<file path="src/rtl/bad_pkg.sv">
`timescale 1ns / 1ps
package bad_pkg;

  localparam int DIM_W       = 11;
  localparam int COUNT_W     = 16;
  localparam int GCOL_W      = 7;
  localparam int SAMPLE_W    = 16;
  localparam int SUM_W       = 36;
  localparam int AREA_W      = 2 * DIM_W;
  localparam int QUO_W       = 16;
  localparam int ROW_OUT_W   = 10;
  localparam int COL_OUT_W   = 6;
  localparam int CFG_INDEX_W = 3;
  localparam int CFG_DATA_W  = 16;

  localparam logic [CFG_INDEX_W-1:0] REG_PLANE_COUNT  = 3'd0;
  localparam logic [CFG_INDEX_W-1:0] REG_IMAGE_HEIGHT = 3'd1;
  localparam logic [CFG_INDEX_W-1:0] REG_IMAGE_WIDTH  = 3'd2;
  localparam logic [CFG_INDEX_W-1:0] REG_GRID_ROWS    = 3'd3;
  localparam logic [CFG_INDEX_W-1:0] REG_GRID_COLS    = 3'd4;

  typedef enum logic [1:0] {
    STATUS_OK      = 2'd0,
    STATUS_SETTING = 2'd1,
    STATUS_DIVIDE  = 2'd2
  } status_t;

  typedef enum logic [3:0] {
    ST_SET_H,
    ST_WAIT_H,
    ST_SET_W,
    ST_WAIT_W,
    ST_SET_AREA,
    ST_IDLE,
    ST_ACC,
    ST_DIV,
    ST_HOLD
  } state_t;

  typedef struct packed {
    logic              start;
    logic [SUM_W-1:0]  dividend;
    logic [AREA_W-1:0] divisor;
  } div_req_t;

  typedef struct packed {
    logic             done;
    logic [QUO_W-1:0] quotient;
    logic [SUM_W-1:0] remainder;
  } div_rsp_t;

endpackage

</file>
<file path="src/rtl/bad_div.sv">
`timescale 1ns / 1ps
// restoring divider, one quotient bit per cycle, quotient must fit QUO_W bits
module bad_div (
  input  logic                clk,
  input  logic                rst,
  input  bad_pkg::div_req_t   req,
  output bad_pkg::div_rsp_t   rsp
);

  localparam int SHIFT_W = bad_pkg::AREA_W + bad_pkg::QUO_W - 1;
  localparam int CMP_W   = (SHIFT_W > bad_pkg::SUM_W) ? SHIFT_W : bad_pkg::SUM_W;
  localparam int STEP_W  = $clog2(bad_pkg::QUO_W);

  logic [bad_pkg::SUM_W-1:0] rem;
  logic [SHIFT_W-1:0]        dsh;
  logic [bad_pkg::QUO_W-1:0] quo;
  logic [STEP_W-1:0]         step;
  logic                      running;
  logic                      done;
  logic                      fits;

  assign fits = CMP_W'(rem) >= CMP_W'(dsh);

  always_ff @(posedge clk) begin
    if (rst) begin
      running <= 1'b0;
      done    <= 1'b0;
    end else begin
      done <= 1'b0;
      if (req.start) begin
        running <= 1'b1;
      end else if (running && step == STEP_W'(bad_pkg::QUO_W - 1)) begin
        running <= 1'b0;
        done    <= 1'b1;
      end
    end
  end

  always_ff @(posedge clk) begin
    if (req.start) begin
      rem  <= req.dividend;
      dsh  <= {req.divisor, {(bad_pkg::QUO_W - 1){1'b0}}};
      step <= '0;
    end else if (running) begin
      if (fits) begin
        rem <= rem - bad_pkg::SUM_W'(dsh);
      end
      quo  <= {quo[bad_pkg::QUO_W-2:0], fits};
      dsh  <= dsh >> 1;
      step <= step + STEP_W'(1);
    end
  end

  assign rsp.done      = done;
  assign rsp.quotient  = quo;
  assign rsp.remainder = rem;

endmodule

</file>
<file path="src/rtl/block_average_downsample.sv">
`timescale 1ns / 1ps
// Block-average downsampler. Unsigned Q1.15 mask samples come in raster order, plane after
// plane; each plane is cut into grid_rows x grid_cols equal cells and the truncated mean of
// every cell is given with its grid row and column, a last-of-plane and a last-of-batch flag.
// The running sums live in a column memory with one 36-bit word per grid column; every
// sample is a read-modify-write of its column's word: it is taken and its word is read in
// ST_IDLE, then added and written back in ST_ACC. A sample that finishes a cell also runs
// the shared bit-serial divider for sum / area, and the block then waits for the result
// register to be free; a sample that does not finish a cell is taken even while a result
// waits. Any write to a register 0..4 restarts the stream at the first sample of the first
// plane and starts a setup pass (two divisions for the cell size, one multiply for the area)
// during which no sample is taken. With a bad configuration every sample gives at once one
// result with an error status and no state changes: status 1 for a zero or oversized
// setting, status 2 for a size that the grid does not divide.
module block_average_downsample #(
  parameter int MAX_WIDTH     = 1024,
  parameter int MAX_HEIGHT    = 1024,
  parameter int MAX_GRID_COLS = 64
) (
  input  logic                              clk,
  input  logic                              rst,
  input  logic                              cfg_write,
  input  logic [bad_pkg::CFG_INDEX_W-1:0]   cfg_index,
  input  logic [bad_pkg::CFG_DATA_W-1:0]    cfg_data,
  input  logic                              sample_valid,
  output logic                              sample_ready,
  input  logic [bad_pkg::SAMPLE_W-1:0]      sample,
  output logic                              result_valid,
  input  logic                              result_ready,
  output logic [bad_pkg::QUO_W-1:0]         cell_mean,
  output logic [bad_pkg::ROW_OUT_W-1:0]     cell_row,
  output logic [bad_pkg::COL_OUT_W-1:0]     cell_col,
  output logic                              last_of_plane,
  output logic                              last_of_batch,
  output logic [1:0]                        status
);

  // counter widths follow the size limits
  localparam int X_W   = (MAX_WIDTH > 1) ? $clog2(MAX_WIDTH) : 1;
  localparam int Y_W   = (MAX_HEIGHT > 1) ? $clog2(MAX_HEIGHT) : 1;
  localparam int COL_W = (MAX_GRID_COLS > 1) ? $clog2(MAX_GRID_COLS) : 1;

  // configuration registers
  logic [bad_pkg::COUNT_W-1:0] plane_count;
  logic [bad_pkg::DIM_W-1:0]   image_height;
  logic [bad_pkg::DIM_W-1:0]   image_width;
  logic [bad_pkg::DIM_W-1:0]   grid_rows;
  logic [bad_pkg::GCOL_W-1:0]  grid_cols;
  logic                        cfg_hit;
  logic                        setting_bad;

  // derived at setup
  logic [bad_pkg::DIM_W-1:0]   cell_h;
  logic [bad_pkg::DIM_W-1:0]   cell_w;
  logic [bad_pkg::AREA_W-1:0]  area;
  logic                        rem_h_nz;
  logic                        rem_w_nz;
  bad_pkg::status_t            cfg_status;

  // stream position
  logic [X_W-1:0]              pixel_x;
  logic [X_W-1:0]              within_x;
  logic [Y_W-1:0]              pixel_y;
  logic [Y_W-1:0]              within_y;
  logic [COL_W-1:0]            grid_col;
  logic [Y_W-1:0]              grid_row;
  logic [bad_pkg::COUNT_W-1:0] plane_idx;

  // end-of-span flags of the current position
  logic                        x_cell_end;
  logic                        x_row_end;
  logic                        y_cell_end;
  logic                        y_plane_end;
  logic                        batch_end;

  // word in flight
  logic [bad_pkg::SAMPLE_W-1:0] item_sample;
  logic                         item_first;
  logic                         item_last;
  logic [COL_W-1:0]             item_col;
  logic [Y_W-1:0]               item_row;
  logic                         item_end_plane;
  logic                         item_end_batch;

  // column memory
  logic [bad_pkg::SUM_W-1:0]    sums [MAX_GRID_COLS];
  logic [bad_pkg::SUM_W-1:0]    rd_data;
  logic [bad_pkg::SUM_W-1:0]    new_sum;
  logic                         mem_we;

  // control
  bad_pkg::state_t              state;
  bad_pkg::state_t              state_next;
  bad_pkg::div_req_t            div_req;
  bad_pkg::div_rsp_t            div_rsp;
  logic                         slot_free;
  logic                         accept_ok;
  logic                         accept_err;
  logic                         out_load;

  // any write to a listed register
  always_comb begin
    case (cfg_index)
      bad_pkg::REG_PLANE_COUNT,
      bad_pkg::REG_IMAGE_HEIGHT,
      bad_pkg::REG_IMAGE_WIDTH,
      bad_pkg::REG_GRID_ROWS,
      bad_pkg::REG_GRID_COLS: cfg_hit = cfg_write;
      default:                cfg_hit = 1'b0;
    endcase
  end

  always_ff @(posedge clk) begin
    if (rst) begin
      plane_count  <= bad_pkg::COUNT_W'(1);
      image_height <= bad_pkg::DIM_W'(1);
      image_width  <= bad_pkg::DIM_W'(1);
      grid_rows    <= bad_pkg::DIM_W'(1);
      grid_cols    <= bad_pkg::GCOL_W'(1);
    end else if (cfg_write) begin
      case (cfg_index)
        bad_pkg::REG_PLANE_COUNT:  plane_count  <= cfg_data;
        bad_pkg::REG_IMAGE_HEIGHT: image_height <= cfg_data[bad_pkg::DIM_W-1:0];
        bad_pkg::REG_IMAGE_WIDTH:  image_width  <= cfg_data[bad_pkg::DIM_W-1:0];
        bad_pkg::REG_GRID_ROWS:    grid_rows    <= cfg_data[bad_pkg::DIM_W-1:0];
        bad_pkg::REG_GRID_COLS:    grid_cols    <= cfg_data[bad_pkg::GCOL_W-1:0];
        default: ;
      endcase
    end
  end

  // zero or oversized settings need no division
  assign setting_bad = (plane_count == '0) || (image_height == '0) || (image_width == '0) ||
                       (grid_rows == '0) || (grid_cols == '0) ||
                       (32'(image_height) > 32'(MAX_HEIGHT)) ||
                       (32'(image_width) > 32'(MAX_WIDTH)) ||
                       (32'(grid_cols) > 32'(MAX_GRID_COLS));

  // position flags, valid while the configuration is good
  assign x_cell_end  = 32'(within_x) == 32'(cell_w) - 32'd1;
  assign x_row_end   = 32'(pixel_x) == 32'(image_width) - 32'd1;
  assign y_cell_end  = 32'(within_y) == 32'(cell_h) - 32'd1;
  assign y_plane_end = 32'(pixel_y) == 32'(image_height) - 32'd1;
  assign batch_end   = 32'(plane_idx) == 32'(plane_count) - 32'd1;

  assign slot_free  = !result_valid || result_ready;
  assign new_sum    = item_first ? bad_pkg::SUM_W'(item_sample)
                                 : rd_data + bad_pkg::SUM_W'(item_sample);
  assign accept_ok  = sample_valid && sample_ready && (cfg_status == bad_pkg::STATUS_OK);
  assign accept_err = sample_valid && sample_ready && (cfg_status != bad_pkg::STATUS_OK);

  // sequencer: setup pass, then one word at a time through the column memory
  always_comb begin
    state_next       = state;
    sample_ready     = 1'b0;
    mem_we           = 1'b0;
    out_load         = 1'b0;
    div_req.start    = 1'b0;
    div_req.dividend = bad_pkg::SUM_W'(image_height);
    div_req.divisor  = bad_pkg::AREA_W'(grid_rows);
    case (state)
      bad_pkg::ST_SET_H: begin
        div_req.start = 1'b1;
        state_next    = bad_pkg::ST_WAIT_H;
      end
      bad_pkg::ST_WAIT_H: begin
        if (div_rsp.done) begin
          state_next = bad_pkg::ST_SET_W;
        end
      end
      bad_pkg::ST_SET_W: begin
        div_req.start    = 1'b1;
        div_req.dividend = bad_pkg::SUM_W'(image_width);
        div_req.divisor  = bad_pkg::AREA_W'(grid_cols);
        state_next       = bad_pkg::ST_WAIT_W;
      end
      bad_pkg::ST_WAIT_W: begin
        if (div_rsp.done) begin
          state_next = bad_pkg::ST_SET_AREA;
        end
      end
      bad_pkg::ST_SET_AREA: begin
        state_next = bad_pkg::ST_IDLE;
      end
      bad_pkg::ST_IDLE: begin
        // error words go straight to the result register
        sample_ready = (cfg_status == bad_pkg::STATUS_OK) || slot_free;
        if (sample_valid && (cfg_status == bad_pkg::STATUS_OK)) begin
          state_next = bad_pkg::ST_ACC;
        end
      end
      bad_pkg::ST_ACC: begin
        mem_we           = 1'b1;
        div_req.dividend = new_sum;
        div_req.divisor  = area;
        if (item_last) begin
          div_req.start = 1'b1;
          state_next    = bad_pkg::ST_DIV;
        end else begin
          state_next = bad_pkg::ST_IDLE;
        end
      end
      bad_pkg::ST_DIV: begin
        if (div_rsp.done) begin
          state_next = bad_pkg::ST_HOLD;
        end
      end
      bad_pkg::ST_HOLD: begin
        if (slot_free) begin
          out_load   = 1'b1;
          state_next = bad_pkg::ST_IDLE;
        end
      end
      default: state_next = bad_pkg::ST_IDLE;
    endcase
    if (cfg_hit) begin
      state_next = bad_pkg::ST_SET_H;
    end
  end

  always_ff @(posedge clk) begin
    if (rst) begin
      state <= bad_pkg::ST_IDLE;
    end else begin
      state <= state_next;
    end
  end

  bad_div u_div (
    .clk (clk),
    .rst (rst),
    .req (div_req),
    .rsp (div_rsp)
  );

  // cell size, area and status; reset values describe the reset configuration
  always_ff @(posedge clk) begin
    if (rst) begin
      cell_h     <= bad_pkg::DIM_W'(1);
      cell_w     <= bad_pkg::DIM_W'(1);
      rem_h_nz   <= 1'b0;
      rem_w_nz   <= 1'b0;
      area       <= bad_pkg::AREA_W'(1);
      cfg_status <= bad_pkg::STATUS_OK;
    end else begin
      if (state == bad_pkg::ST_WAIT_H && div_rsp.done) begin
        cell_h   <= bad_pkg::DIM_W'(div_rsp.quotient);
        rem_h_nz <= |div_rsp.remainder;
      end
      if (state == bad_pkg::ST_WAIT_W && div_rsp.done) begin
        cell_w   <= bad_pkg::DIM_W'(div_rsp.quotient);
        rem_w_nz <= |div_rsp.remainder;
      end
      if (state == bad_pkg::ST_SET_AREA) begin
        area <= bad_pkg::AREA_W'(bad_pkg::AREA_W'(cell_h) * bad_pkg::AREA_W'(cell_w));
        if (setting_bad) begin
          cfg_status <= bad_pkg::STATUS_SETTING;
        end else if (rem_h_nz || rem_w_nz) begin
          cfg_status <= bad_pkg::STATUS_DIVIDE;
        end else begin
          cfg_status <= bad_pkg::STATUS_OK;
        end
      end
    end
  end

  // raster position moves on as a word is taken
  always_ff @(posedge clk) begin
    if (rst || cfg_hit) begin
      pixel_x   <= '0;
      within_x  <= '0;
      pixel_y   <= '0;
      within_y  <= '0;
      grid_col  <= '0;
      grid_row  <= '0;
      plane_idx <= '0;
    end else if (accept_ok) begin
      if (x_row_end) begin
        pixel_x  <= '0;
        within_x <= '0;
        grid_col <= '0;
        if (y_plane_end) begin
          pixel_y   <= '0;
          within_y  <= '0;
          grid_row  <= '0;
          plane_idx <= batch_end ? '0 : plane_idx + bad_pkg::COUNT_W'(1);
        end else begin
          pixel_y <= pixel_y + Y_W'(1);
          if (y_cell_end) begin
            within_y <= '0;
            grid_row <= grid_row + Y_W'(1);
          end else begin
            within_y <= within_y + Y_W'(1);
          end
        end
      end else begin
        pixel_x <= pixel_x + X_W'(1);
        if (x_cell_end) begin
          within_x <= '0;
          grid_col <= grid_col + COL_W'(1);
        end else begin
          within_x <= within_x + X_W'(1);
        end
      end
    end
  end

  // capture the word and what its position says about it
  always_ff @(posedge clk) begin
    if (accept_ok) begin
      item_sample    <= sample;
      item_first     <= (within_x == '0) && (within_y == '0);
      item_last      <= x_cell_end && y_cell_end;
      item_col       <= grid_col;
      item_row       <= grid_row;
      item_end_plane <= (32'(grid_row) == 32'(grid_rows) - 32'd1) &&
                        (32'(grid_col) == 32'(grid_cols) - 32'd1);
      item_end_batch <= (32'(grid_row) == 32'(grid_rows) - 32'd1) &&
                        (32'(grid_col) == 32'(grid_cols) - 32'd1) && batch_end;
    end
  end

  // column sums: read as the word is taken, written back the next cycle
  always_ff @(posedge clk) begin
    if (accept_ok) begin
      rd_data <= sums[grid_col];
    end
  end

  always_ff @(posedge clk) begin
    if (mem_we) begin
      sums[item_col] <= new_sum;
    end
  end

  // result register
  always_ff @(posedge clk) begin
    if (rst) begin
      result_valid <= 1'b0;
    end else if (out_load || accept_err) begin
      result_valid <= 1'b1;
    end else if (result_ready) begin
      result_valid <= 1'b0;
    end
  end

  always_ff @(posedge clk) begin
    if (out_load) begin
      cell_mean     <= div_rsp.quotient;
      cell_row      <= bad_pkg::ROW_OUT_W'(item_row);
      cell_col      <= bad_pkg::COL_OUT_W'(item_col);
      last_of_plane <= item_end_plane;
      last_of_batch <= item_end_batch;
      status        <= bad_pkg::STATUS_OK;
    end else if (accept_err) begin
      cell_mean     <= '0;
      cell_row      <= '0;
      cell_col      <= '0;
      last_of_plane <= 1'b0;
      last_of_batch <= 1'b0;
      status        <= cfg_status;
    end
  end

endmodule

</file>
<file path="config.mk">
export PLATFORM = sky130hd
export DESIGN_NAME = block_average_downsample
export DESIGN_NICKNAME = d
export VERILOG_FILES = /design/src/rtl/bad_pkg.sv /design/src/rtl/bad_div.sv /design/src/rtl/block_average_downsample.sv
export SDC_FILE = /design/constraint.sdc
export NUM_CORES = 2
export LEC_CHECK = 0
export ABC_CLOCK_PERIOD_IN_PS = 5800
export BUFFER_PORTS_ARGS = -buffer_cell sky130_fd_sc_hd__buf_2
export CORE_UTILIZATION = 30
export DETAILED_ROUTE_END_ITERATION = 16
export GPL_TIMING_DRIVEN = 0
export PLACE_DENSITY = 0.51
export SLEW_MARGIN = 0
export SYNTH_ARGS = -nofsm -noshare
export SYNTH_HDL_FRONTEND = slang
export SYNTH_HIERARCHICAL = 1
export SYNTH_SLANG_ARGS = --single-unit
</file>
<file path="constraint.sdc">
create_clock -name clk -period 5.8 [get_ports clk]
set_input_delay 1.16 -clock clk [delete_from_list [all_inputs] [get_ports clk]]
set_output_delay 1.16 -clock clk [all_outputs]
set_load 0.02 [all_outputs]
</file>
# Word level (Yosys, flattened, before mapping)
# Memories as Yosys holds them, arrays and structs flattened. A register that Yosys moved wholly into a read port is not among the register bits.
# Cells that the tools add are included.
dict set report totals {
  output_inout_bits 38
  mem_bits_rw 2304
  memories 1
  in_bits 40
  rom_bits 0
  latchBits 0
  register_bits 348
}
dict set report classes {
  n_lt_le_gt_ge 4
  shifts 0
  n_bitwise 1
  n_mux 51
  addsub 17
  eq_ne 30
  multipliers 1
  reduce_logical 60
  n_div 0
}
# memory depth word_bits read_ports rd_clocked_by_memory_dff write_ports line
set memory_table {}
lappend memory_table {sums 64 36 1 1 1 block_average_downsample.sv:86} ;# logic [bad_pkg::SUM_W-1:0] sums [MAX_GRID_COLS];
# op n
set op_table {}
lappend op_table {{$eq 10x32->1} 5}
lappend op_table {{$mux 36} 4}
lappend op_table {{$pmux 58 s2} 1}
lappend op_table {{$mux 10} 10}
lappend op_table {{$mux 37} 2}
lappend op_table {{$sub 11x1->12 const B} 5}
lappend op_table {{$add 10x1->10 const B} 5}
lappend op_table {{$mux 16} 3}
lappend op_table {{$ge 36x37->1} 1}
lappend op_table {{$add 36x16->36} 1}
lappend op_table {{$reduce_or 36->1} 1}
lappend op_table {{$sub 36x36->36} 1}
lappend op_table {{$logic_not 11->1} 3}
lappend op_table {{$eq 16x32->1} 1}
lappend op_table {{$eq 6x32->1} 1}
lappend op_table {{$pmux 4 s8} 1}
lappend op_table {{$mux 6} 4}
lappend op_table {{$gt 11x11->1 const B} 2}
lappend op_table {{$mul 11x11->22} 1}
lappend op_table {{$logic_not 10->1} 2}
lappend op_table {{$mux 4} 5}
lappend op_table {{$reduce_and 2->1} 9}
lappend op_table {{$sub 16x1->17 const B} 1}
lappend op_table {{$add 16x1->16 const B} 1}
lappend op_table {{33 further kinds} 94}

# Logic depth before layout (Yosys ltp)
dict set report depth {
  word_depth 9
  ltp_mapped 21
  ltp_nobuf 20
}

# By module
# The synthesis kept the hierarchy.
# module area_per_inst_um2 instances seq_area_each_um2 cells_each
set by_module_without_submodules {}
lappend by_module_without_submodules {block_average_downsample 106713.6 1 76032.9 5587}
lappend by_module_without_submodules {bad_div 5860.6 1 2642.5 597}

# Worst setup path after synthesis
# Ideal clock, no wire load.
dict set report synth_path {
  path_type {flip-flop to flip-flop}
  startpoint {register cell_w[2] (netlist bit)}
  endpoint {register area[20] (netlist bit)}
  synth_period_minus_slack_ns 5.422
  setup_time_ns 0.079
  path_stages_with_launch 18
  required_time_ns 5.721
  arrival_time_ns 5.344
  path_buffers 2
  slack_ns 0.378
  path_cell_list {dfxtp_1 clkbuf_1 clkbuf_1 nand2_1 fa_1 fa_1 fa_1 inv_1 fa_1 fa_1 ha_1 or3_1 or3_1 a311o_1 a311oi_1 nor2b_1 o21a_1 o211ai_1}
}
dict set report synth_via {
  elab_chain_cells 1
}
# element line
set synth_lines {}
lappend synth_lines {{start, declared} block_average_downsample.sv:54} ;# logic [bad_pkg::DIM_W-1:0] cell_w;
lappend synth_lines {{start signal, assigned} block_average_downsample.sv:240} ;# cell_w <= bad_pkg::DIM_W'(1);
lappend synth_lines {{start signal, assigned} block_average_downsample.sv:251} ;# cell_w <= bad_pkg::DIM_W'(div_rsp.quotient);
lappend synth_lines {{$mul 11x11->22} block_average_downsample.sv:255} ;# area <= bad_pkg::AREA_W'(bad_pkg::AREA_W'(cell_h) * bad_pkg::AREA_W'(cell_w));
lappend synth_lines {{end signal, assigned} block_average_downsample.sv:243} ;# area <= bad_pkg::AREA_W'(1);
lappend synth_lines {{end signal, assigned} block_average_downsample.sv:255}
lappend synth_lines {{end, declared} block_average_downsample.sv:55} ;# logic [bad_pkg::AREA_W-1:0] area;
# Every way passes these cells.
# A chain may end at the register's enable or synchronous reset.

==> reports/results.ini <==
[status]
status=finished clean

[placed_design]
dp_hpwl_um=239000
globalplace.congestion=0.841
pre_cts_slack_ps=-534
dp.cells=11400
io_buffers=76

[clocking]
cts_buffer_depth=4
clock_sinks=2688
cts-buffers-inserted=287
insertion_delay_ps=880
hold_buffers=0
clkTransAtPathRegs_ps=70
cts-root-buf=clkbuf_16
cts_tree=built
htree_levels=5

[logic_synthesis]
synth-seq-cells=2688
yosysTopAreaCellShare_pct=66.3
synth_warnings=6
syn-instance-count=6184
async_reset_ff_share_pct=0
synth.distinct_cells=91
synth_area_leaders=edfxtp_1 (66%), mux4_2 (15%), dfxtp_1 (3.6%), ha_1 (1.5%), fa_1 (1.5%)
syn-num-nets=6439
syn_area_um2=113000
avgSynthCellArea_um2=18.2
synth_edf_count=2484
synth_top_area_cell=edfxtp_1
ys_seq_area_share_pct=69.9
ys.flop_type=edfxtp_1

[floorplanning]
fp.dieH_um=615
design.die.area_um2=378000
core_um2=373000
initial_core_util_pct=30.2
io_pins=78
fp.dieW_um=615
rows=224

[critical_path]
worstSetupEndpointType=flop
start_kind=flop
cp-startpoint=grid_col[0]
arrival_ps=6200
critPathRequiredTime_ps=6390
ff2ff_path_depth=7
cp_max_fo=10
crit_type=reg2reg
rr_startpoint=grid_col[0]
reg2reg_slack_ps=190
rr_endpoint=rd_data[0]

[timing]
fin_skew_ps=75.4
max_slew_margin_pct=3.74
drv_slew=0
fmax_mhz=178
setup-violations-final=0
worst_slew_pin_slew_ps=1440
fin_crit_sh_pct=96.7
final.setup.tns_ps=0
fin_ws_ps=190
min_period_ps=5610
finalHoldViolations=0

[global_route]
grt_pass1_vias=61700
grt_overflow_total=0
antenna_found_initial=32
grt_max_degree=66
grt_pass1_wl_um=474000
track_usage_pct=17.5

[drt]
drcViolationCount=0
wl_um=337000
first_iter_violations=7032
drtAntennaViolNets=0
vias=61400
viasPerCell=5.17
first_pass_iters=6
wl_per_cell_um=28.4

[job]
max_cap_violations=0

[worst_hold_path]
worst_hold_path.endpoint=item_row[2]
hold_path.class=reg2reg
holdPathStages=0
min-delay-start=grid_row[2]

[final_layout]
final_cell_count_no_fill=11900
drive_above_1_share_pct=22.8
fin_nets=6925
area_growth_pct=17.2

[power]
ir_worst_vdd_mv=0.233
p_per_area_nw_per_um2=330
p_leak_nw=41.3

final cells by class:
| type | instances | area, um2 |
|---|---|---|
| Clock inverter | 134 | 1350 |
| Multi-Input combinational cell | 2978 | 32700 |
| Sequential cell | 2688 | 78700 |
| Tap cell | 4972 | 6220 |
| Inverter | 188 | 706 |
| Buffer | 324 | 1360 |
| Fill cell | 34900 | 241000 |
| Antenna cell | 12 | 30.0 |
| Clock buffer | 369 | 7790 |
| Timing Repair Buffer | 203 | 3040 |
critical path, stage by stage (launching register included):
cell and delay [ps]:
dfxtp_1 660, clkbuf_1 210, clkbuf_1 810, clkbuf_1 890, buf_1 980, mux4_2 630
mux4_2 630, mux4_2 510
cell families (layout without fill, tap and decap cells):
group	Yosys count	count (layout)	share of synthesized area (%)
other	0	12	0
buffers and inverters	518	1218	1.77
adder cells (fa/ha/maj)	215	215	2.94
multiplexers	788	788	15.4
XOR/XNOR	203	203	1.58
AND/OR/NAND/NOR	1215	1215	5.20
AO/OA/AOI/OAI	557	557	3.21
flip-flops	2688	2688	69.9
per-layer routing:
metal / routed length (um) / GRT usage [%]
met1: 144000 / 24.2
met3: 21800 / 2.75
met5: 52 / 0
met4: 9920 / 4.96
met2: 161000 / 28.7
report_power, final:
part | total, W | internal, W | switching, W | leakage (nW)
Sequential | 0.0218 | 0.0217 | 0.000121 | 24.3
Clock | 0.0183 | 0.0106 | 0.00767 | 4.45
Combinational | 0.00345 | 0.00116 | 0.00230 | 12.5
synthesized netlist by cell type (18+ instances only):
| master | n |
|---|---|
| nor2_1 | 282 |
| nand3_1 | 79 |
| clkbuf_1 | 262 |
| nand4_1 | 49 |
| nor2b_1 | 19 |
| o211ai_1 | 20 |
| a31oi_1 | 22 |
| edfxtp_1 | 2484 |
| inv_1 | 186 |
| and3_1 | 38 |
| and2_1 | 113 |
| o21a_1 | 19 |
| a22oi_1 | 18 |
| xnor2_1 | 101 |
| fa_1 | 82 |
| xor2_1 | 102 |
| buf_1 | 55 |
| mux2i_1 | 27 |
| nand2_1 | 408 |
| nor3_1 | 55 |
| nor4_1 | 44 |
| a22o_1 | 25 |
| ha_1 | 133 |
| nand2b_1 | 19 |
| mux4_2 | 756 |
| o21ai_0 | 99 |
| a21o_1 | 22 |
| or3_1 | 25 |
| a211oi_1 | 19 |
| a21oi_1 | 188 |
| dfxtp_1 | 204 |
cells in the final DEF, fill, tap and decap left out, types with 78 or more instances in the layout:
master,netlist,routed
a21oi_1,188,186
and2_1,113,113
buf_12,0,101
buf_2,6,93
clkbuf_1,262,291
clkbuf_16,0,299
dfxtp_1,204,187
edfxtp_1,2484,2484
fa_1,82,82
ha_1,133,133
inv_1,186,186
mux4_2,756,756
nand2_1,408,408
nand3_1,79,78
nor2_1,282,198
nor2_4,0,84
o21ai_0,99,89
xnor2_1,101,101
xor2_1,102,102
how the worst max path moves through the flow:
stage / to / slack [ps] / cells after the start
final: rd_data[0] / 190 / 7
after global placement: sums[24][11] / -4900 / 7
after global routing: area[19] / -1 / 18
after CTS: area[20] / 10 / 16
after floorplan: area[20] / 380 / 17
after detailed placement: area[19] / -530 / 19
sequential cells by signal (all words and copies together), names as in the netlist, 16 cells and up:
name / cells
area: 22
cell_mean: 16
item_sample: 16
plane_count: 16
plane_idx: 16
rd_data: 36
sums: 2304
u_div/dsh: 37
u_div/quo: 16
u_div/rem: 36
timing repair:
item                       4_1_cts  5_1_grt
setup endpoints to repair        9        9
resized for setup               21       64
buffers inserted                 0        1
pin swaps                        0        2
through the flow:
stage	cell area, um2	hold slack, ps	utilization [%]	total power (W)
final	132000	436	35.4	0.0435
after global routing	132000	457	35.4	0.0448
after CTS	132000	436	35.4	0.0439
after detailed placement	123000	414	32.9	0.0257
after global placement	119000	420	32.0	0.0255
after floorplan	113000	406	-	0.0241
Power figures use the tool's default switching activity.
